<file path="config.mk">
export PLATFORM = sky130hd
export DESIGN_NAME = playfair_digraph_decrypt_top_flat
export DESIGN_NICKNAME = d
export VERILOG_FILES = /design/src/hdl/pfd_pkg.sv /design/src/hdl/pfd_in_if.sv /design/src/hdl/pfd_out_if.sv /design/src/hdl/pfd_ram.sv /design/src/hdl/pfd_front.sv /design/src/hdl/pfd_back.sv /design/src/hdl/playfair_digraph_decrypt_top.sv /design/src/flat_wrapper.sv
export SDC_FILE = /design/constraint.sdc
export NUM_CORES = 1
export LEC_CHECK = 0
export BUFFER_PORTS_ARGS = -buffer_cell sky130_fd_sc_hd__buf_2
export CAP_MARGIN = 20
export CORE_MARGIN = 5
export CORE_UTILIZATION = 50
export CTS_CLUSTER_DIAMETER = 200
export DETAILED_ROUTE_END_ITERATION = 7
export PLACE_DENSITY = 0.71
export SLEW_MARGIN = 20
export SYNTH_ARGS = -nofsm -noshare
export SYNTH_HDL_FRONTEND = slang
export SYNTH_HIERARCHICAL = 1
export SYNTH_SLANG_ARGS = --single-unit
</file>
<file path="constraint.sdc">
create_clock -name clk -period 5.85 [get_ports clk]
set_input_delay 0.8775 -clock clk [delete_from_list [all_inputs] [get_ports clk]]
set_output_delay 0.8775 -clock clk [all_outputs]
set_load 0.005 [all_outputs]
</file>
<file path="src/hdl/pfd_pkg.sv">
package pfd_pkg;

  localparam int GRID_SIDE  = 5;
  localparam int CELL_COUNT = GRID_SIDE * GRID_SIDE;
  localparam int ALPHABET   = 26;
  localparam int LETTER_J   = 9;

  localparam int LETTER_W = 5;
  localparam int OP_W     = 2;
  localparam int IDX_W    = $clog2(CELL_COUNT + 1);
  localparam int RC_W     = $clog2(GRID_SIDE);
  localparam int POS_W    = 2 * RC_W;

  typedef enum logic [OP_W-1:0] {
    OP_KEY     = 2'd0,
    OP_FINISH  = 2'd1,
    OP_DECRYPT = 2'd2,
    OP_CLEAR   = 2'd3
  } opcode_t;

  typedef struct packed {
    logic [RC_W-1:0] row;
    logic [RC_W-1:0] col;
  } pos_t;

  // One queued command, already classified by the front end.
  typedef struct packed {
    opcode_t               op;
    logic [LETTER_W-1:0]   first;
    logic [LETTER_W-1:0]   second;
    logic                  first_bad;
    logic                  second_bad;
  } cmd_t;

  typedef enum logic [2:0] {
    ST_IDLE,
    ST_FILL,
    ST_POS_B,
    ST_CALC,
    ST_CELL2,
    ST_EMIT
  } back_state_t;

  // j and codes past z never sit in the square
  function automatic logic letter_bad(input logic [LETTER_W-1:0] l);
    return (l >= LETTER_W'(ALPHABET)) || (l == LETTER_W'(LETTER_J));
  endfunction

  function automatic pos_t idx_to_pos(input logic [IDX_W-1:0] idx);
    pos_t p;
    p.row = '0;
    for (int r = 1; r < GRID_SIDE; r++) begin
      if (idx >= IDX_W'(r * GRID_SIDE)) p.row = RC_W'(r);
    end
    p.col = RC_W'(idx - IDX_W'(p.row) * IDX_W'(GRID_SIDE));
    return p;
  endfunction

  function automatic logic [IDX_W-1:0] pos_to_idx(input pos_t p);
    return IDX_W'(p.row) * IDX_W'(GRID_SIDE) + IDX_W'(p.col);
  endfunction

  function automatic logic [RC_W-1:0] wrap_dec(input logic [RC_W-1:0] v);
    return (v == '0) ? RC_W'(GRID_SIDE - 1) : v - 1'b1;
  endfunction

endpackage

</file>
<file path="src/hdl/pfd_in_if.sv">
interface pfd_in_if;
  import pfd_pkg::*;

  logic                valid;
  logic                ready;
  logic [OP_W-1:0]     opcode;
  logic [LETTER_W-1:0] first_letter;
  logic [LETTER_W-1:0] second_letter;

  modport source (output valid, opcode, first_letter, second_letter, input ready);
  modport sink   (input valid, opcode, first_letter, second_letter, output ready);
endinterface

</file>
<file path="src/hdl/pfd_out_if.sv">
interface pfd_out_if;
  import pfd_pkg::*;

  logic                valid;
  logic                ready;
  logic [LETTER_W-1:0] plain_first;
  logic [LETTER_W-1:0] plain_second;
  logic                letter_missing;

  modport source (output valid, plain_first, plain_second, letter_missing, input ready);
  modport sink   (input valid, plain_first, plain_second, letter_missing, output ready);
endinterface

</file>
<file path="src/hdl/pfd_ram.sv">
module pfd_ram #(
  parameter int WIDTH = 8,
  parameter int DEPTH = 32
) (
  input  logic                     clk,
  input  logic                     wr_en,
  input  logic [$clog2(DEPTH)-1:0] wr_addr,
  input  logic [WIDTH-1:0]         wr_data,
  input  logic                     rd_en,
  input  logic [$clog2(DEPTH)-1:0] rd_addr,
  output logic [WIDTH-1:0]         rd_data
);

  logic [WIDTH-1:0] mem_r [DEPTH];
  logic [WIDTH-1:0] rd_data_r;

  always_ff @(posedge clk) begin
    if (wr_en) mem_r[wr_addr] <= wr_data;
    if (rd_en) rd_data_r <= mem_r[rd_addr];
  end

  assign rd_data = rd_data_r;

endmodule

</file>
<file path="src/hdl/pfd_front.sv">
module pfd_front (
  input  logic          clk,
  input  logic          rst_n,
  pfd_in_if.sink        in_chan,
  output pfd_pkg::cmd_t head,
  output logic          head_valid,
  input  logic          head_pop
);
  import pfd_pkg::*;

  localparam int QDEPTH = 2;

  cmd_t                        q_r [QDEPTH];
  logic [$clog2(QDEPTH)-1:0]   wr_ptr_r, rd_ptr_r;
  logic [$clog2(QDEPTH+1)-1:0] count_r;
  cmd_t                        cmd_in;
  logic                        push, pop;

  always_comb begin
    cmd_in.op         = opcode_t'(in_chan.opcode);
    cmd_in.first      = in_chan.first_letter;
    cmd_in.second     = in_chan.second_letter;
    cmd_in.first_bad  = letter_bad(in_chan.first_letter);
    cmd_in.second_bad = letter_bad(in_chan.second_letter);
  end

  assign in_chan.ready = (count_r != ($clog2(QDEPTH+1))'(QDEPTH));
  assign push          = in_chan.valid && in_chan.ready;
  assign head_valid    = (count_r != '0);
  assign pop           = head_pop && head_valid;
  assign head          = q_r[rd_ptr_r];

  always_ff @(posedge clk) begin
    if (push) q_r[wr_ptr_r] <= cmd_in;
  end

  always_ff @(posedge clk) begin
    if (!rst_n) begin
      wr_ptr_r <= '0;
      rd_ptr_r <= '0;
      count_r  <= '0;
    end else begin
      if (push) wr_ptr_r <= wr_ptr_r + 1'b1;
      if (pop)  rd_ptr_r <= rd_ptr_r + 1'b1;
      if (push && !pop)      count_r <= count_r + 1'b1;
      else if (pop && !push) count_r <= count_r - 1'b1;
    end
  end

endmodule

</file>
<file path="src/hdl/pfd_back.sv">
module pfd_back (
  input  logic          clk,
  input  logic          rst_n,
  input  pfd_pkg::cmd_t head,
  input  logic          head_valid,
  output logic          head_pop,
  pfd_out_if.source     out_chan
);
  import pfd_pkg::*;

  back_state_t         state_r, state_nxt;
  logic [IDX_W-1:0]    fill_r, fill_nxt;
  logic [ALPHABET-1:0] used_r, used_nxt;
  logic [LETTER_W-1:0] n_r, n_nxt;
  logic [LETTER_W-1:0] b_r, b_nxt;
  logic                miss_r, miss_nxt;
  pos_t                rc1_r, rc1_nxt;
  logic [IDX_W-1:0]    p2_idx_r, p2_idx_nxt;
  logic [LETTER_W-1:0] plain1_r, plain1_nxt;

  logic                out_valid_r, out_valid_nxt;
  logic [LETTER_W-1:0] out_first_r, out_first_nxt;
  logic [LETTER_W-1:0] out_second_r, out_second_nxt;
  logic                out_missing_r, out_missing_nxt;

  logic                place_en;
  logic [LETTER_W-1:0] place_letter;
  logic                pos_rd_en, cell_rd_en;
  logic [LETTER_W-1:0] pos_rd_addr;
  logic [IDX_W-1:0]    cell_rd_addr;
  pos_t                pos_rd_data, rc2, np1, np2;
  logic [LETTER_W-1:0] cell_rd_data;
  logic                out_free;
  logic                full;

  assign full     = (fill_r == IDX_W'(CELL_COUNT));
  assign out_free = !out_valid_r || out_chan.ready;
  assign rc2      = pos_rd_data;

  // Decrypt rules on the two found positions
  always_comb begin
    np1 = rc1_r;
    np2 = rc2;
    if (rc1_r.row == rc2.row) begin
      np1.col = wrap_dec(rc1_r.col);
      np2.col = wrap_dec(rc2.col);
    end else if (rc1_r.col == rc2.col) begin
      np1.row = wrap_dec(rc1_r.row);
      np2.row = wrap_dec(rc2.row);
    end else begin
      np1.col = rc2.col;
      np2.col = rc1_r.col;
    end
  end

  always_comb begin
    state_nxt       = state_r;
    fill_nxt        = fill_r;
    used_nxt        = used_r;
    n_nxt           = n_r;
    b_nxt           = b_r;
    miss_nxt        = miss_r;
    rc1_nxt         = rc1_r;
    p2_idx_nxt      = p2_idx_r;
    plain1_nxt      = plain1_r;
    out_valid_nxt   = out_valid_r && !out_chan.ready;
    out_first_nxt   = out_first_r;
    out_second_nxt  = out_second_r;
    out_missing_nxt = out_missing_r;
    head_pop        = 1'b0;
    place_en        = 1'b0;
    place_letter    = head.first;
    pos_rd_en       = 1'b0;
    pos_rd_addr     = head.first;
    cell_rd_en      = 1'b0;
    cell_rd_addr    = '0;

    unique case (state_r)
      ST_IDLE: begin
        if (head_valid) begin
          head_pop = 1'b1;
          unique case (head.op)
            OP_KEY: begin
              place_en = !head.first_bad && !used_r[head.first] && !full;
            end
            OP_FINISH: begin
              n_nxt     = '0;
              state_nxt = ST_FILL;
            end
            OP_CLEAR: begin
              used_nxt = '0;
              fill_nxt = '0;
            end
            OP_DECRYPT: begin
              // a full square holds every letter but j
              miss_nxt = !full || head.first_bad || head.second_bad;
              b_nxt    = head.second;
              if (!full || head.first_bad || head.second_bad) begin
                state_nxt = ST_EMIT;
              end else begin
                pos_rd_en = 1'b1;
                state_nxt = ST_POS_B;
              end
            end
          endcase
        end
      end
      ST_FILL: begin
        place_letter = n_r;
        place_en     = (n_r != LETTER_W'(LETTER_J)) && !used_r[n_r] && !full;
        n_nxt        = n_r + 1'b1;
        if (n_r == LETTER_W'(ALPHABET - 1)) state_nxt = ST_IDLE;
      end
      ST_POS_B: begin
        rc1_nxt     = pos_rd_data;
        pos_rd_en   = 1'b1;
        pos_rd_addr = b_r;
        state_nxt   = ST_CALC;
      end
      ST_CALC: begin
        cell_rd_en   = 1'b1;
        cell_rd_addr = pos_to_idx(np1);
        p2_idx_nxt   = pos_to_idx(np2);
        state_nxt    = ST_CELL2;
      end
      ST_CELL2: begin
        plain1_nxt   = cell_rd_data;
        cell_rd_en   = 1'b1;
        cell_rd_addr = p2_idx_r;
        state_nxt    = ST_EMIT;
      end
      ST_EMIT: begin
        if (out_free) begin
          out_valid_nxt   = 1'b1;
          out_first_nxt   = miss_r ? '0 : plain1_r;
          out_second_nxt  = miss_r ? '0 : cell_rd_data;
          out_missing_nxt = miss_r;
          state_nxt       = ST_IDLE;
        end
      end
      default: state_nxt = ST_IDLE;
    endcase

    if (place_en) begin
      used_nxt[place_letter] = 1'b1;
      fill_nxt               = fill_r + 1'b1;
    end
  end

  pfd_ram #(
    .WIDTH (LETTER_W),
    .DEPTH (CELL_COUNT)
  ) u_cell_ram (
    .clk     (clk),
    .wr_en   (place_en),
    .wr_addr (fill_r[$clog2(CELL_COUNT)-1:0]),
    .wr_data (place_letter),
    .rd_en   (cell_rd_en),
    .rd_addr (cell_rd_addr[$clog2(CELL_COUNT)-1:0]),
    .rd_data (cell_rd_data)
  );

  pfd_ram #(
    .WIDTH (POS_W),
    .DEPTH (ALPHABET)
  ) u_pos_ram (
    .clk     (clk),
    .wr_en   (place_en),
    .wr_addr (place_letter),
    .wr_data (idx_to_pos(fill_r)),
    .rd_en   (pos_rd_en),
    .rd_addr (pos_rd_addr),
    .rd_data (pos_rd_data)
  );

  always_ff @(posedge clk) begin
    if (!rst_n) begin
      state_r     <= ST_IDLE;
      fill_r      <= '0;
      used_r      <= '0;
      out_valid_r <= 1'b0;
    end else begin
      state_r     <= state_nxt;
      fill_r      <= fill_nxt;
      used_r      <= used_nxt;
      out_valid_r <= out_valid_nxt;
    end
  end

  always_ff @(posedge clk) begin
    n_r           <= n_nxt;
    b_r           <= b_nxt;
    miss_r        <= miss_nxt;
    rc1_r         <= rc1_nxt;
    p2_idx_r      <= p2_idx_nxt;
    plain1_r      <= plain1_nxt;
    out_first_r   <= out_first_nxt;
    out_second_r  <= out_second_nxt;
    out_missing_r <= out_missing_nxt;
  end

  assign out_chan.valid          = out_valid_r;
  assign out_chan.plain_first    = out_first_r;
  assign out_chan.plain_second   = out_second_r;
  assign out_chan.letter_missing = out_missing_r;

endmodule

</file>
<file path="src/hdl/playfair_digraph_decrypt_top.sv">
// channel   dir  payload                                      transfer
// in_chan   in   opcode, first_letter, second_letter          valid && ready
// out_chan  out  plain_first, plain_second, letter_missing    valid && ready
//
// Back end: key and clear act at dispatch; finish is dispatch plus a 26-letter walk; decrypt does
// two registered reads of the letter-to-position RAM, two of the cell RAM, then the
// output load; a flagged decrypt (j, past z, square not full) skips to the load.
// A 2-entry command queue lets the input side keep transferring during that work.
// Reset (rst_n low, synchronous) empties the square, the queue and the output register.
// The back end waits in its last decrypt cycle while a previous result is untaken.
module playfair_digraph_decrypt_top (
  input  logic       clk,
  input  logic       rst_n,
  pfd_in_if.sink     in_chan,
  pfd_out_if.source  out_chan
);
  import pfd_pkg::*;

  cmd_t head;
  logic head_valid;
  logic head_pop;

  pfd_front u_front (
    .clk        (clk),
    .rst_n      (rst_n),
    .in_chan    (in_chan),
    .head       (head),
    .head_valid (head_valid),
    .head_pop   (head_pop)
  );

  pfd_back u_back (
    .clk        (clk),
    .rst_n      (rst_n),
    .head       (head),
    .head_valid (head_valid),
    .head_pop   (head_pop),
    .out_chan   (out_chan)
  );

endmodule

</file>
<file path="src/flat_wrapper.sv">
// flat-port wrapper written by rule: the top's interface ports become plain ports
module playfair_digraph_decrypt_top_flat import pfd_pkg::*;
  (clk, rst_n, in_chan_valid, in_chan_opcode, in_chan_first_letter, in_chan_second_letter, in_chan_ready, out_chan_valid, out_chan_plain_first, out_chan_plain_second, out_chan_letter_missing, out_chan_ready);
  pfd_in_if in_chan_i ();
  pfd_out_if out_chan_i ();
  input  logic clk;
  input  logic rst_n;
  input wire logic [$bits(in_chan_i.valid)-1:0] in_chan_valid;
  input wire logic [$bits(in_chan_i.opcode)-1:0] in_chan_opcode;
  input wire logic [$bits(in_chan_i.first_letter)-1:0] in_chan_first_letter;
  input wire logic [$bits(in_chan_i.second_letter)-1:0] in_chan_second_letter;
  output wire logic [$bits(in_chan_i.ready)-1:0] in_chan_ready;
  output wire logic [$bits(out_chan_i.valid)-1:0] out_chan_valid;
  output wire logic [$bits(out_chan_i.plain_first)-1:0] out_chan_plain_first;
  output wire logic [$bits(out_chan_i.plain_second)-1:0] out_chan_plain_second;
  output wire logic [$bits(out_chan_i.letter_missing)-1:0] out_chan_letter_missing;
  input wire logic [$bits(out_chan_i.ready)-1:0] out_chan_ready;
  assign in_chan_i.valid = in_chan_valid;
  assign in_chan_i.opcode = in_chan_opcode;
  assign in_chan_i.first_letter = in_chan_first_letter;
  assign in_chan_i.second_letter = in_chan_second_letter;
  assign in_chan_ready = in_chan_i.ready;
  assign out_chan_valid = out_chan_i.valid;
  assign out_chan_plain_first = out_chan_i.plain_first;
  assign out_chan_plain_second = out_chan_i.plain_second;
  assign out_chan_letter_missing = out_chan_i.letter_missing;
  assign out_chan_i.ready = out_chan_ready;
  playfair_digraph_decrypt_top u_core (.clk(clk), .rst_n(rst_n), .in_chan(in_chan_i), .out_chan(out_chan_i));
endmodule
</file>
; ---- Word-level counts from Yosys, hierarchy flattened
; Memories as Yosys holds them, arrays and structs flattened. A register that Yosys moved wholly into a read port is not among the register bits.
; Cells that the tools add are included.
[totals]
register_bits = 77
mem_bits_rw = 309
input_bits = 16
output_inout_bits = 13
word_cells = 171
memories = 3
[op_classes]
n_addsub = 13
mul = 3
magnitude_cmp = 10
eq_ne = 21
mux = 62
bitwise = 1
n_reduce_logical = 41
[memory_table]
columns = memory, depth, width, read_ports, rd_ports_with_merged_regs, wr, line
row1 = u_core.u_back.u_pos_ram.mem_r, 26, 6, 1, 1, 1, pfd_ram.sv:14  ; logic [WIDTH-1:0] mem_r [DEPTH];
row2 = u_core.u_back.u_cell_ram.mem_r, 25, 5, 1, 1, 1, pfd_ram.sv:14
row3 = u_core.u_front.q_r, 2, 14, 1, 1, 1, pfd_front.sv:13  ; cmd_t q_r [QDEPTH];
[op_table]
columns = op, n
row1 = $mux 26, 4
row2 = $mux 3, 19
row3 = $mux 5, 8
row4 = $or 26x26->26, 1
row5 = $mux 1, 20
row6 = $pmux 5 s2, 2
row7 = $lt 5x6->1 const B, 3
row8 = $pmux 3 s6, 1
row9 = $ge 5x5->1 const B, 3
row10 = $logic_not 3->1, 5
row11 = $reduce_bool 2->1, 6
row12 = $sub 3x1->3 const B, 4
row13 = $add 5x1->5 const B, 2
row14 = $add 5x3->5, 2
row15 = $bmux 1 s5, 2
row16 = $eq 5x4->1 const B, 2
row17 = $eq 5x5->1 const B, 2
row18 = $ge 5x4->1 const B, 2
row19 = $logic_and 1x1->1, 10
row20 = $mul 3x3->5 const B, 2
row21 = $reduce_and 3->1, 3
row22 = $logic_not 1->1, 8
row23 = $eq 3x2->1 const B, 2
row24 = $eq 3x3->1, 2
row25 = 24 further kinds, 36

; ---- Longest topological paths before layout
; Gate-level depths: netlist of the first run.
[depth]
word_depth = 10
ltp_mapped = 19
mapped_depth_nobuf = 17

; ---- Cells and area by module
; The synthesis of the first run kept the hierarchy.
[modules_own_cells]
columns = mod, n_inst, cells_per_inst, area_each_um2, seq_area_each_um2
row1 = pfd_ram (u_core.u_back.u_pos_ram), 1, 330, 6487.5, 4864.7
row2 = pfd_ram (u_core.u_back.u_cell_ram), 1, 272, 5128.7, 3903.7
row3 = pfd_back, 1, 426, 4474.3, 1841.8
row4 = pfd_front, 1, 73, 1291.2, 940.9

; ---- Least setup slack after synthesis of the first run
; Ideal clock, no wire load.
[synth_timing]
kind = register -> register
startpoint = reg u_core.u_back.u_pos_ram.rd_data_r[3] (netlist: u_core/u_back/u_pos_ram/rd_data[3]), read port of u_core.u_back.u_pos_ram.mem_r
endpoint = reg u_core.u_back.u_cell_ram.rd_data_r[0] (netlist: u_core/u_back/u_cell_ram/rd_data[0]), read port of u_core.u_back.u_cell_ram.mem_r, data pin
setup_ns = 0.255
arrival_time_ns = 4.158
t_required_ns = 5.595
path_slack_ns = 1.436
stages_incl_launch_ff = 20
n_path_buf = 2
synth_period_minus_slack_ns = 4.414
path_cell_list = edfxtp_1 xor2_1 nor3_1 or4_1 buf_2 nor3_1 a21o_1 ha_1 ha_1 ha_1 a21o_1 a21oi_1 xor2_1 xnor2_1 a22o_1 clkbuf_1 mux4_1 nor3b_1 a21oi_1 and3_1
[synth_via]
elab_chain_cells = 5
elab_cells_between_ends = 6
cone_classes = add/sub (1) / mul (1) / eq/ne (1) / mux (3)
[synth_lines]
columns = item, line
row1 = "start, declared", pfd_ram.sv:15  ; logic [WIDTH-1:0] rd_data_r;
row2 = $eq 3x3->1 *, pfd_back.sv:44  ; if (rc1_r.row == rc2.row) begin
row3 = $mux 3, pfd_back.sv:44
row4 = $mul 3x3->5, pfd_pkg.sv:60  ; return IDX_W'(p.row) * IDX_W'(GRID_SIDE) + IDX_W'(p.col);
row5 = $add 5x3->5 *, pfd_pkg.sv:60
row6 = $pmux 5 s2 *, pfd_back.sv:78  ; unique case (state_r)
row7 = net u_core.u_back.cell_rd_addr[4], pfd_back.sv:30  ; logic [IDX_W-1:0] cell_rd_addr;
row8 = "end, declared", pfd_ram.sv:15
; The timed path passes the listed nets; every way through them passes the cells marked *.
; A chain may end at the register's enable or synchronous reset.

; ---- Worst setup path after layout of the first run
[layout_timing]
startpoint = reg u_core.u_back.u_pos_ram.rd_data_r[5] (netlist: u_core/u_back/u_pos_ram/rd_data[5]), read port of u_core.u_back.u_pos_ram.mem_r
endpoint = reg u_core.u_back.u_cell_ram.rd_data_r[0] (netlist: u_core/u_back/u_cell_ram/rd_data[0]), read port of u_core.u_back.u_cell_ram.mem_r, data pin
; Same word-level chain as after synthesis.

==> out/qor.yml, run 1 <==
outcome: "completed"
multi_input_area_um2: 5451
setup_tns_ns: 0
post_cts_buffers: 0
clock_latency_ns: 0.53
fillCellCount: 2680
place_inst: 1547
cp_cell_sequence: "xor2_1, nor3_1, buf_4, or4_1, nor3_1, a21o_1, ha_1, ha_1, ha_1, a21o_1, a21oi_1, xor2_1, xnor2_1, a22o_1, mux4_2, o32ai_1, a21oi_1, and3_1"
die_h_um: 196.5
register_area_um2: 11550
antenna_cells: 0
synth_edf_count: 358
drive_gt1_share_pct: 17.91
wl_per_cell_um: 21.54
fp-row-count: 68
dpl_cell_area_um2: 17920
fin_area_um2: 19240
syn_avg_cell_area_um2: 15.79
clk_pin_slew_ns: 0.06
p_leak_nw: 6.153
tightest_slew_ns: 1.080
cts_hold_buf: 0
critPathArrivalTime_ns: 5.31
ios: 29
wl_mm: 34.93
cts.sinks: 398
dp_hpwl_mm: 22.58
cp_data_required_time_ns: 6.14
drtAntennaViolNets: 0
grt_max_degree: 45
vdd_ir_drop_max_mv: 0.2885
synth_top_area_cell: "edfxtp_1"
critPathMaxFanout: 12
ys_ff_latch: 398
globalplace.congestion: 0.8128
cp-end-kind: "register"
whs_ns: 0.4452
drv_slew: 0
num_vias: 9508
fin_crit_ns: 5.024
crit_path_max_incr_delay_ns: 0.70
rsz0062_at_grt: "no"
skew_ns: 0.01871
htree_levels: 2
ys_seq_area_share_pct: 66.46
cpMaxStageDelayCell: "or4_1"
maxCapViolCount: 0
synth.most_common_cell: "edfxtp_1"
cpMostUsedCell: "ha_1"
root_buffer: "clkbuf_16"
ys_top_cells_by_area: "edfxtp_1 (62%), mux4_2 (5.3%), dfxtp_1 (4.6%), mux2i_1 (2.8%), mux4_1 (2.6%)"
antenna_found_initial: 0
syn_nets: 1147
syn2layout_area_growth_pct: 10.70
crit_family: "compound AO/OA/AOI/OAI gates"
max_slew_margin_pct: 27.89
final_cell_count_no_fill: 1622
crit_type: "reg -> reg"
syn_inst: 1101
via_per_inst: 5.862
ys.flop_type: "edfxtp_1"
first_global_vias: 9641
post-route-period-util_pct: 85.88
drc_errors: 0
cts_tree: "done"
hold_viol_final: 0
cts_buffers: 42
netlist_top_cells_count: "edfxtp_1 (358), nor2_1 (97), nand2_1 (55)"
synth_cell_types: 73
firstDrtPassIters: 5
ys_warn_count: 6
async_flop_share_pct: 0
dieArea_um2: 38590
p_per_area_nw_per_um2: 413.7
drtIter0Drc: 726
chipWidth_um: 196.5
design.core.area_um2: 34460
grtUsageTotal_pct: 18.00
setup_violations: 0
clock_path_buffers: 3
yosys.area.top_type_share_pct: 61.85
fin_nets: 1182
initial_core_util_pct: 50.44
cts-resized-gates: 0
grt_pass1_wl_mm: 54.54
timing.fmax_ghz: 0.1990
syn-cell-area_um2: 17380
start_kind: "register"
path_buf_inv: 1
overflow: 0
min_path_type: "reg -> reg"
port-buffer-count: 28
-- cell families (layout without fill, tap and decap cells) --
logic type                 after synthesis  after routing  synth area share, %
buffers and inverters                   74            140                2.339
adders and majority gates               30             30                2.289
DFF                                    398            398                66.46
and+or+nand+nor                        304            304                9.027
AOI/OAI and AO/OA                      134            134                5.824
xor gates and xnor gates                23             23                1.202
muxes                                  138            138                12.86
-- through the flow --
stage               power [mW]  setup WS (ns)  util, %
detailed placement       5.476         0.8049    51.99
finish                   7.960         0.8257    55.84
global placement         5.432         0.9174    51.96
CTS                      8.016         0.8237    55.83
floorplan                4.950          1.436        -
global route             8.282         0.5583    55.84
-- path summary, 6_finish.rpt --
check | startpoint | end | slack, ns | cells after the start
max | u_core/u_back/u_pos_ram/rd_data[5] | u_core/u_back/u_cell_ram/rd_data[0] | 0.83 | 18
min | u_core/u_back/u_cell_ram/rd_data[4] | u_core/u_back/plain1_r[4] | 0.45 | 0
max reg2reg | u_core/u_back/u_pos_ram/rd_data[5] | u_core/u_back/u_cell_ram/rd_data[0] | 0.83 | 18
min reg2reg | u_core/u_back/u_cell_ram/rd_data[4] | u_core/u_back/plain1_r[4] | 0.45 | 0
-- cells in the final DEF, fill, tap and decap left out, types with 19 or more instances in the layout --
cell type | synthesis | routed
a32oi_1 | 26 | 26
buf_2 | 13 | 28
clkbuf_16 | 0 | 43
dfxtp_1 | 40 | 40
edfxtp_1 | 358 | 358
ha_1 | 27 | 27
inv_1 | 19 | 19
mux2_2 | 25 | 25
mux2i_1 | 48 | 48
mux4_2 | 41 | 41
nand2_1 | 55 | 55
nand3_1 | 20 | 20
nor2_1 | 97 | 95
nor2b_1 | 51 | 51
-- power breakdown --
| part | switching [mW] | internal [mW] |
|---|---|---|
| clock network | 1.04 | 1.50 |
| logic | 1.19 | 0.614 |
| registers | 0.130 | 3.49 |
-- registers in the layout, summed over array words and instances (netlist names), named ones only --
register,cells
u_core/u_back/u_pos_ram/mem_r,156
u_core/u_back/u_cell_ram/mem_r,125
u_core/u_front/q_r,28
u_core/u_back/used_r,26
u_core/u_back/rc1_r,6
u_core/u_back/u_pos_ram/rd_data,6
u_core/u_back/b_r,5
u_core/u_back/fill_r,5
u_core/u_back/n_r,5
u_core/u_back/out_chan.plain_first,5
u_core/u_back/out_chan.plain_second,5
u_core/u_back/p2_idx_r,5
u_core/u_back/plain1_r,5
u_core/u_back/u_cell_ram/rd_data,5
u_core/u_back/state_r,3
u_core/u_front/count_r,2
u_core/u_back/miss_r,1
u_core/u_back/out_chan.letter_missing,1
u_core/u_back/out_chan.valid,1
u_core/u_front/rd_ptr_r,1
u_core/u_front/wr_ptr_r,1
-- layout make-up --
type / instances / share of cell area, %
flip-flops and latches: 398 / 60.03
multi-input cells: 629 / 28.33
clock buffers: 51 / 5.853
well taps: 455 / 2.959
repair buffers: 45 / 1.411
clock inverters: 24 / 1.021
inverters: 20 / 0.3902
-- routing by layer --
metal	up-vias	track usage [%]	routed length [um]
li1	4383	-	-
met1	4792	24.59	14850
met2	285	30.19	17440
met3	48	3.128	1912
met4	0	4.991	721
met5	-	0	0
Note: power is estimated with default switching activity, not from simulation.
==> run 2: changes to the inputs <==
--- a/config.mk
+++ b/config.mk
@@ -7,6 +7,7 @@
 export LEC_CHECK = 0
 export BUFFER_PORTS_ARGS = -buffer_cell sky130_fd_sc_hd__buf_2
 export CAP_MARGIN = 20
+export CORE_ASPECT_RATIO = 0.8
 export CORE_MARGIN = 5
 export CORE_UTILIZATION = 50
 export CTS_CLUSTER_DIAMETER = 200
==> run 2 against run 1 <==
Compared with the run above: critical path depth fell by 4; via count is 1.6% higher; final cell count grew 1.0%; fmax down 1.6%; critical endpoint unchanged; largest power group unchanged; highest routed layer unchanged.
==> out/qor.yml, run 2 (synthesis results as in run 1) <==
cpMaxStageDelayCell: "or4_1"  # unchanged
crit_path_max_incr_delay_ns: 0.70  # about the same
whs_ns: 0.4528  # was 0.4452 ns
grt_max_degree: 45  # unchanged
design.core.area_um2: 34570  # was 34460 um^2
comb_power_share_pct: 22.8  # was 22.7%
port-buffer-count: 28  # unchanged
cts.sinks: 398  # unchanged
critPathMaxFanout: 14  # was 12
p_leak_nw: 6.158  # was 6.153 nW
outcome: "completed"  # unchanged
met3_usage_pct: 4.122  # was 3.128%
dieArea_um2: 38620  # was 38590 um^2
cts_hold_buf: 0  # unchanged
ff2ff_path_depth: 14  # was 18
antenna_cells: 0  # unchanged
syn2layout_area_growth_pct: 10.86  # was 10.70%
root_buffer: "clkbuf_16"  # unchanged
start_kind: "register"  # unchanged
crit_type: "reg -> reg"  # unchanged
grt_busiest_layer: "met2"  # unchanged
globalplace.congestion: 0.8181  # was 0.8128
drv_slew: 0  # unchanged
fin_area_um2: 19270  # was 19240 um^2
initial_core_util_pct: 50.27  # was 50.44%
clock_latency_ns: 0.56  # was 0.53 ns
drtIter0Drc: 831  # was 726
power.share.switching_pct: 30.06  # was 29.61%
maxCapViolCount: 0  # unchanged
setup_tns_ns: 0  # unchanged
skew_ns: 0.02516  # was 0.01871 ns
worstReg2RegStart: "u_core/u_back/u_pos_ram/rd_data[5]"  # unchanged
worstSetupStartpoint: "u_core/u_back/u_pos_ram/rd_data[5]"  # unchanged
largest_reg_flops: 156  # unchanged
htree_levels: 2  # unchanged
die_h_um: 176.8  # was 196.5 um
grt.met1_usage_pct: 26.59  # was 24.59%
layout_common_cells: "edfxtp_1 (358), nor2_1 (96), nand2_1 (55), nor2b_1 (51), mux2i_1 (48)"  # was edfxtp_1 (358), nor2_1 (95), nand2_1 (55), nor2b_1 (51), mux2i_1 (48)
fin_nets: 1181  # was 1182
min_path_type: "reg -> reg"  # unchanged
p_sw_mw: 2.401  # was 2.357 mW
first_global_vias: 9528  # was 9641
timing.fmax_ghz: 0.1959  # was 0.1990 GHz
overflow: 0  # unchanged
pwr-share-clk_pct: 31.9  # was 31.8%
tightest_slew_ns: 1.003  # was 1.080 ns
p_int_mw: 5.587  # was 5.603 mW
clk_pin_slew_ns: 0.06  # about the same
critPathArrivalTime_ns: 5.41  # was 5.31 ns
ios: 29  # unchanged
use_met2_pct: 29.45  # was 30.19%
post-route-period-util_pct: 87.27  # was 85.88%
antenna_found_initial: 0  # unchanged
firstDrtPassIters: 5  # unchanged
fin_crit_ns: 5.106  # was 5.024 ns
post_cts_buffers: 0  # unchanged
wl_mm: 35.78  # was 34.93 mm
worstSetupEndpoint: "u_core/u_back/u_cell_ram/rd_data[0]"  # unchanged
cp_data_required_time_ns: 6.15  # was 6.14 ns
vdd_ir_drop_max_mv: 0.3315  # was 0.2885 mV
cp_cell_sequence: "xor2_1, nor3_1, buf_4, or4_1, nor2_1, mux2_2, ha_1, ha_1, fa_1, a22o_1, mux4_2, o32ai_1, a21oi_1, and3_1"  # was xor2_1, nor3_1, buf_4, or4_1, nor3_1, a21o_1, ha_1, ha_1, ha_1, a21o_1, a21oi_1, xor2_1, xnor2_1, a22o_1, mux4_2, o32ai_1, a21oi_1, and3_1
num_vias: 9662  # was 9508
chipWidth_um: 218.5  # was 196.5 um
clock_path_buffers: 3  # unchanged
cts_tree: "done"  # unchanged
fp-row-count: 61  # was 68
final_common_cell: "edfxtp_1"  # unchanged
wl_per_cell_um: 21.83  # was 21.54 um
cp-end-kind: "register"  # unchanged
dpl_cell_area_um2: 17950  # was 17920 um^2
drtAntennaViolNets: 0  # unchanged
max_slew_margin_pct: 33.09  # was 27.89%
cpMostUsedCell: "ha_1"  # unchanged
hold_viol_final: 0  # unchanged
via_per_inst: 5.895  # was 5.862
setup_violations: 0  # unchanged
dp_hpwl_mm: 23.37  # was 22.58 mm
drive_gt1_share_pct: 18.17  # was 17.91%
reg_top3: "u_core/u_back/u_pos_ram/mem_r: 156 flops, u_core/u_back/u_cell_ram/mem_r: 125 flops, u_core/u_front/q_r: 28 flops"  # unchanged
p_seq_share_pct: 45.3  # was 45.5%
drc_errors: 0  # unchanged
r2r_end: "u_core/u_back/u_cell_ram/rd_data[0]"  # unchanged
cts-resized-gates: 0  # unchanged
grt_pass1_wl_mm: 55.29  # was 54.54 mm
rsz0062_at_grt: "no"  # unchanged
top_register: "u_core/u_back/u_pos_ram/mem_r"  # unchanged
grtUsageTotal_pct: 18.64  # was 18.00%
p_per_area_nw_per_um2: 414.5  # was 413.7 nW/um^2
cts_buffers: 40  # was 42
r2r_slack_ns: 0.74  # was 0.83 ns
## run 2: how the worst min path moves through the flow
stage | start | endpoint | cells past startpoint
after floorplan | u_core/u_back/u_cell_ram/rd_data[0] | u_core/u_back/plain1_r[0] | 0
after global placement | u_core/u_back/u_cell_ram/rd_data[4] | u_core/u_back/plain1_r[4] | 0
after detailed placement | u_core/u_back/u_cell_ram/rd_data[2] | u_core/u_back/plain1_r[2] | 0
after CTS | u_core/u_back/u_cell_ram/rd_data[4] | u_core/u_back/plain1_r[4] | 0
after global routing | u_core/u_back/u_cell_ram/rd_data[4] | u_core/u_back/plain1_r[4] | 0
final | u_core/u_back/u_cell_ram/rd_data[4] | u_core/u_back/plain1_r[4] | 0
## run 2: power by group through the flow
stage / Sequential (mW) / Combinational [mW] / Clock (mW)
floorplan: 3.60 / 1.35 / 0
finish: 3.62 / 1.82 / 2.55
global route: 3.64 / 1.95 / 2.74
CTS: 3.62 / 1.82 / 2.61
detailed placement: 3.68 / 1.81 / 0
global placement: 3.67 / 1.78 / 0
## run 2: stage by stage
step                      setup slack [ns]  instances  utilization (%)  total power [mW]
after floorplan                      1.436       1101                -             4.950
after CTS                           0.7568       1639            55.71             8.048
after global placement              0.8674       1564            51.88             5.450
after detailed placement            0.7848       1565            51.91             5.491
after global routing                0.5311       1639            55.73             8.326
final                               0.7445       1639            55.73             7.988
## run 2: area by class of cell
class	instances	area (um^2)
clock buffer	50	1069
clock inverter	24	247.7
fill	2673	15300
inverter	20	75.07
multi-input combinational	629	5461
sequential	398	11550
tap	472	590.6
timing repair buffer	46	275.3
## run 2: worst max-delay path: cells and delay by family (launching register included)
family                   cells  cell delay (ns)
AND/OR/NAND/NOR              4             1.15
multiplexers                 2             0.96
XOR/XNOR                     1             0.21
AO/OA/AOI/OAI                3             0.87
buffers and inverters        1             0.17
adder cells (fa/ha/maj)      3             1.02
flip-flops                   1             0.50
## run 2: routing by layer
metal	vias up	share of wire, %
met5	-	0
met4	0	2.1
met3	53	7.4
met2	342	47
met1	4881	44
li1	4386	-
==> run 3: changes to the inputs <==
--- a/config.mk
+++ b/config.mk
@@ -16,5 +16,4 @@
 export SLEW_MARGIN = 20
 export SYNTH_ARGS = -nofsm -noshare
 export SYNTH_HDL_FRONTEND = slang
-export SYNTH_HIERARCHICAL = 1
 export SYNTH_SLANG_ARGS = --single-unit
==> run 3 against run 2 <==
Compared with the run above: register-to-register slack better by 0.15 ns; fmax is 3.0% higher; critical path depth increased by 3; core utilization up 0.20 points; sequential cell count is the same; sequential power about the same; first-iteration DRC count is 22% higher; die area is 0.33% lower; non-clock buffer count rose by 4; final cell count is 6.2% higher; highest routed layer unchanged.
==> out/qor.yml, run 3 <==
via_per_inst: 5.878  # was 5.895
crit_path_max_incr_delay_ns: 0.55  # was 0.70 ns
drv_slew: 0  # unchanged
cpMaxStageDelayCell: "edfxtp_1"  # was or4_1
critPathMaxFanout: 15  # was 14
fp-row-count: 61  # unchanged
antenna_cells: 0  # unchanged
r2r_slack_ns: 0.89  # was 0.74 ns
start_kind: "register"  # unchanged
fillCellCount: 2765  # was 2673
clk_pin_slew_ns: 0.06  # about the same
synth.most_common_cell: "edfxtp_1"  # unchanged
ys_ff_latch: 398  # unchanged
reg_top3: "u_core.u_back.u_pos_ram.mem_r: 156 flops, u_core.u_back.u_cell_ram.mem_r: 125 flops, u_core.u_front.q_r: 28 flops"  # was u_core/u_back/u_pos_ram/mem_r: 156 flops, u_core/u_back/u_cell_ram/mem_r: 125 flops, u_core/u_front/q_r: 28 flops
die_h_um: 176.5  # was 176.8 um
wl_per_cell_um: 21.28  # was 21.83 um
max_slew_margin_pct: 27.57  # was 33.09%
htree_levels: 2  # unchanged
grt_max_degree: 44  # was 45
antenna_found_initial: 0  # unchanged
hold_viol_final: 0  # unchanged
synth_cell_types: 66  # was 73
p_leak_nw: 6.342  # was 6.158 nW
maxCapViolCount: 0  # unchanged
ys.flop_type: "edfxtp_1"  # unchanged
syn2layout_area_growth_pct: 11.39  # was 10.86%
overflow: 0  # unchanged
p_seq_share_pct: 47.4  # was 45.3%
outcome: "completed"  # unchanged
async_flop_share_pct: 0  # unchanged
vdd_ir_drop_max_mv: 0.2437  # was 0.3315 mV
post-route-period-util_pct: 84.72  # was 87.27%
cts.sinks: 398  # unchanged
p_sw_mw: 2.271  # was 2.401 mW
dieArea_um2: 38490  # was 38620 um^2
cts_hold_buf: 0  # unchanged
place_inst: 1670  # was 1565
cp_cell_sequence: "xnor2_1, nand3_1, nand2_1, nor2_1, a211oi_1, nor2_1, a21oi_1, ha_1, ha_1, a21o_1, a21oi_1, xnor2_1, or4_1, nand3_1, nor2b_1, a22oi_1, a22oi_1"  # was xor2_1, nor3_1, buf_4, or4_1, nor2_1, mux2_2, ha_1, ha_1, fa_1, a22o_1, mux4_2, o32ai_1, a21oi_1, and3_1
grt_pass1_wl_mm: 57.65  # was 55.29 mm
final_common_cell: "edfxtp_1"  # unchanged
min_path_type: "reg -> reg"  # unchanged
largest_reg_flops: 156  # unchanged
synth_top_area_cell: "edfxtp_1"  # unchanged
cts-resized-gates: 0  # unchanged
grtUsageTotal_pct: 19.33  # was 18.64%
initial_core_util_pct: 50.21  # was 50.27%
cts_buffers: 39  # was 40
post_cts_buffers: 0  # unchanged
clock_latency_ns: 0.56  # about the same
p_per_area_nw_per_um2: 397.9  # was 414.5 nW/um^2
final_cell_count_no_fill: 1740  # was 1639
top_register: "u_core.u_back.u_pos_ram.mem_r"  # was u_core/u_back/u_pos_ram/mem_r
place_ws_ns: 0.9668  # was 0.7848 ns
whs_ns: 0.4388  # was 0.4528 ns
drtIter0Drc: 1012  # was 831
cts_tree: "done"  # unchanged
setup_tns_ns: 0  # unchanged
syn_nets: 1255  # was 1147
pwr-share-clk_pct: 31.6  # was 31.9%
design.core.area_um2: 34500  # was 34570 um^2
layout_common_cells: "edfxtp_1 (358), nand2_1 (103), nor2_1 (98), o21ai_0 (77), mux2i_1 (60)"  # was edfxtp_1 (358), nor2_1 (96), nand2_1 (55), nor2b_1 (51), mux2i_1 (48)
root_buffer: "clkbuf_16"  # unchanged
ys_top_cells_by_area: "edfxtp_1 (62%), mux4_2 (6.0%), dfxtp_1 (4.6%), mux2i_1 (3.5%), nand2_1 (2.2%)"  # was edfxtp_1 (62%), mux4_2 (5.3%), dfxtp_1 (4.6%), mux2i_1 (2.8%), mux4_1 (2.6%)
synth_edf_count: 358  # unchanged
yosys.area.top_type_share_pct: 62.06  # was 61.85%
p_int_mw: 5.407  # was 5.587 mW
multi_input_area_um2: 5532  # was 5461 um^2
register_area_um2: 11550  # unchanged
clock_path_buffers: 3  # unchanged
finalPower_mw: 7.678  # was 7.988 mW
num_vias: 10230  # was 9662
timing.fmax_ghz: 0.2018  # was 0.1959 GHz
fin_nets: 1283  # was 1181
chipWidth_um: 218.1  # was 218.5 um
rsz0062_at_grt: "no"  # unchanged
cp-end-kind: "register"  # unchanged
critPathArrivalTime_ns: 5.34  # was 5.41 ns
drc_errors: 0  # unchanged
setup_violations: 0  # unchanged
dp_hpwl_mm: 24.18  # was 23.37 mm
first_global_vias: 10000  # was 9528
setup_slack_ns: 0.8940  # was 0.7445 ns
syn_inst: 1211  # was 1101
comb_power_share_pct: 21.0  # was 22.8%
ys_seq_area_share_pct: 66.69  # was 66.46%
port-buffer-count: 28  # unchanged
cp_data_required_time_ns: 6.24  # was 6.15 ns
globalplace.congestion: 0.8391  # was 0.8181
syn_avg_cell_area_um2: 14.30  # was 15.79 um^2
ys_warn_count: 0  # was 6
syn-cell-area_um2: 17320  # was 17380 um^2
wl_mm: 37.02  # was 35.78 mm
power.share.switching_pct: 29.58  # was 30.06%
fin_crit_ns: 4.956  # was 5.106 ns
ios: 29  # unchanged
skew_ns: 0.02963  # was 0.02516 ns
drive_gt1_share_pct: 15.46  # was 18.17%
firstDrtPassIters: 6  # was 5
crit_type: "reg -> reg"  # unchanged
drtAntennaViolNets: 0  # unchanged
tightest_slew_ns: 1.085  # was 1.003 ns
netlist_top_cells_count: "edfxtp_1 (358), nand2_1 (103), nor2_1 (101)"  # was edfxtp_1 (358), nor2_1 (97), nand2_1 (55)
-- run 3: cell types whose count changed after synthesis, moves of 20 or more --
cell      before  now
nor2b_1       51   20
nand2_1       55  103
o21ai_0       17   77
nand3_1       20   40
clkbuf_1      22   43
-- run 3: layout make-up --
class | count | area share, %
Clock buffer | 47 | 5.214
Clock inverter | 23 | 1.180
Inverter | 22 | 0.4280
Multi-Input combinational cell | 728 | 28.67
Sequential cell | 398 | 59.87
Tap cell | 472 | 3.061
Timing Repair Buffer | 50 | 1.582
-- run 3: cell families after synthesis --
family	Yosys count	synth area share, %
simple gates	336	9.109
flops	398	66.69
fa+ha+maj	28	2.153
compound gates	215	8.162
mux	123	10.55
buf+inv	85	2.023
xor+xnor	26	1.315
-- run 3: worst paths after layout --
path,start,end,cells after the start
worst min register to register,u_core.u_back.u_cell_ram.rd_data[2],u_core.u_back.plain1_r[2],0
worst max register to register,u_core.u_back.rc1_r[3],u_core.u_back.u_cell_ram.rd_data[2],17
worst min-delay path,u_core.u_back.u_cell_ram.rd_data[2],u_core.u_back.plain1_r[2],0
worst max-delay path,u_core.u_back.rc1_r[3],u_core.u_back.u_cell_ram.rd_data[2],17
-- run 3: power by group through the flow --
| stage | clock network [mW] | registers [mW] | logic [mW] |
|---|---|---|---|
| after floorplan | 0 | 3.61 | 1.14 |
| after global placement | 0 | 3.70 | 1.55 |
| after detailed placement | 0 | 3.70 | 1.59 |
| after CTS | 2.47 | 3.64 | 1.59 |
| after global routing | 2.59 | 3.67 | 1.75 |
| final | 2.43 | 3.64 | 1.61 |
-- run 3: critical path, delay by kind of cell, from the launching register on --
kind,cells,cell delay [ns]
simple gates,7,2.19
compound gates,6,1.11
fa+ha+maj,2,0.60
flops,1,0.55
xor+xnor,2,0.34
-- run 3: metrics by stage --
stage / area (um^2) / utilization (%)
2_1_floorplan: 17320 / -
3_3_place_gp: 18010 / 52.20
3_5_place_dp: 18020 / 52.24
4_1_cts: 19250 / 55.81
5_1_grt: 19290 / 55.93
6_report: 19290 / 55.93
-- run 3: layer usage --
metal  share of wire [%]  track usage, %  up-vias
li1                    -               -     4723
met2                  47           30.54      381
met1                  44           27.92     5060
met3                 6.9           3.566       63
met4                 2.3           5.467        0
met5                   0               0        -
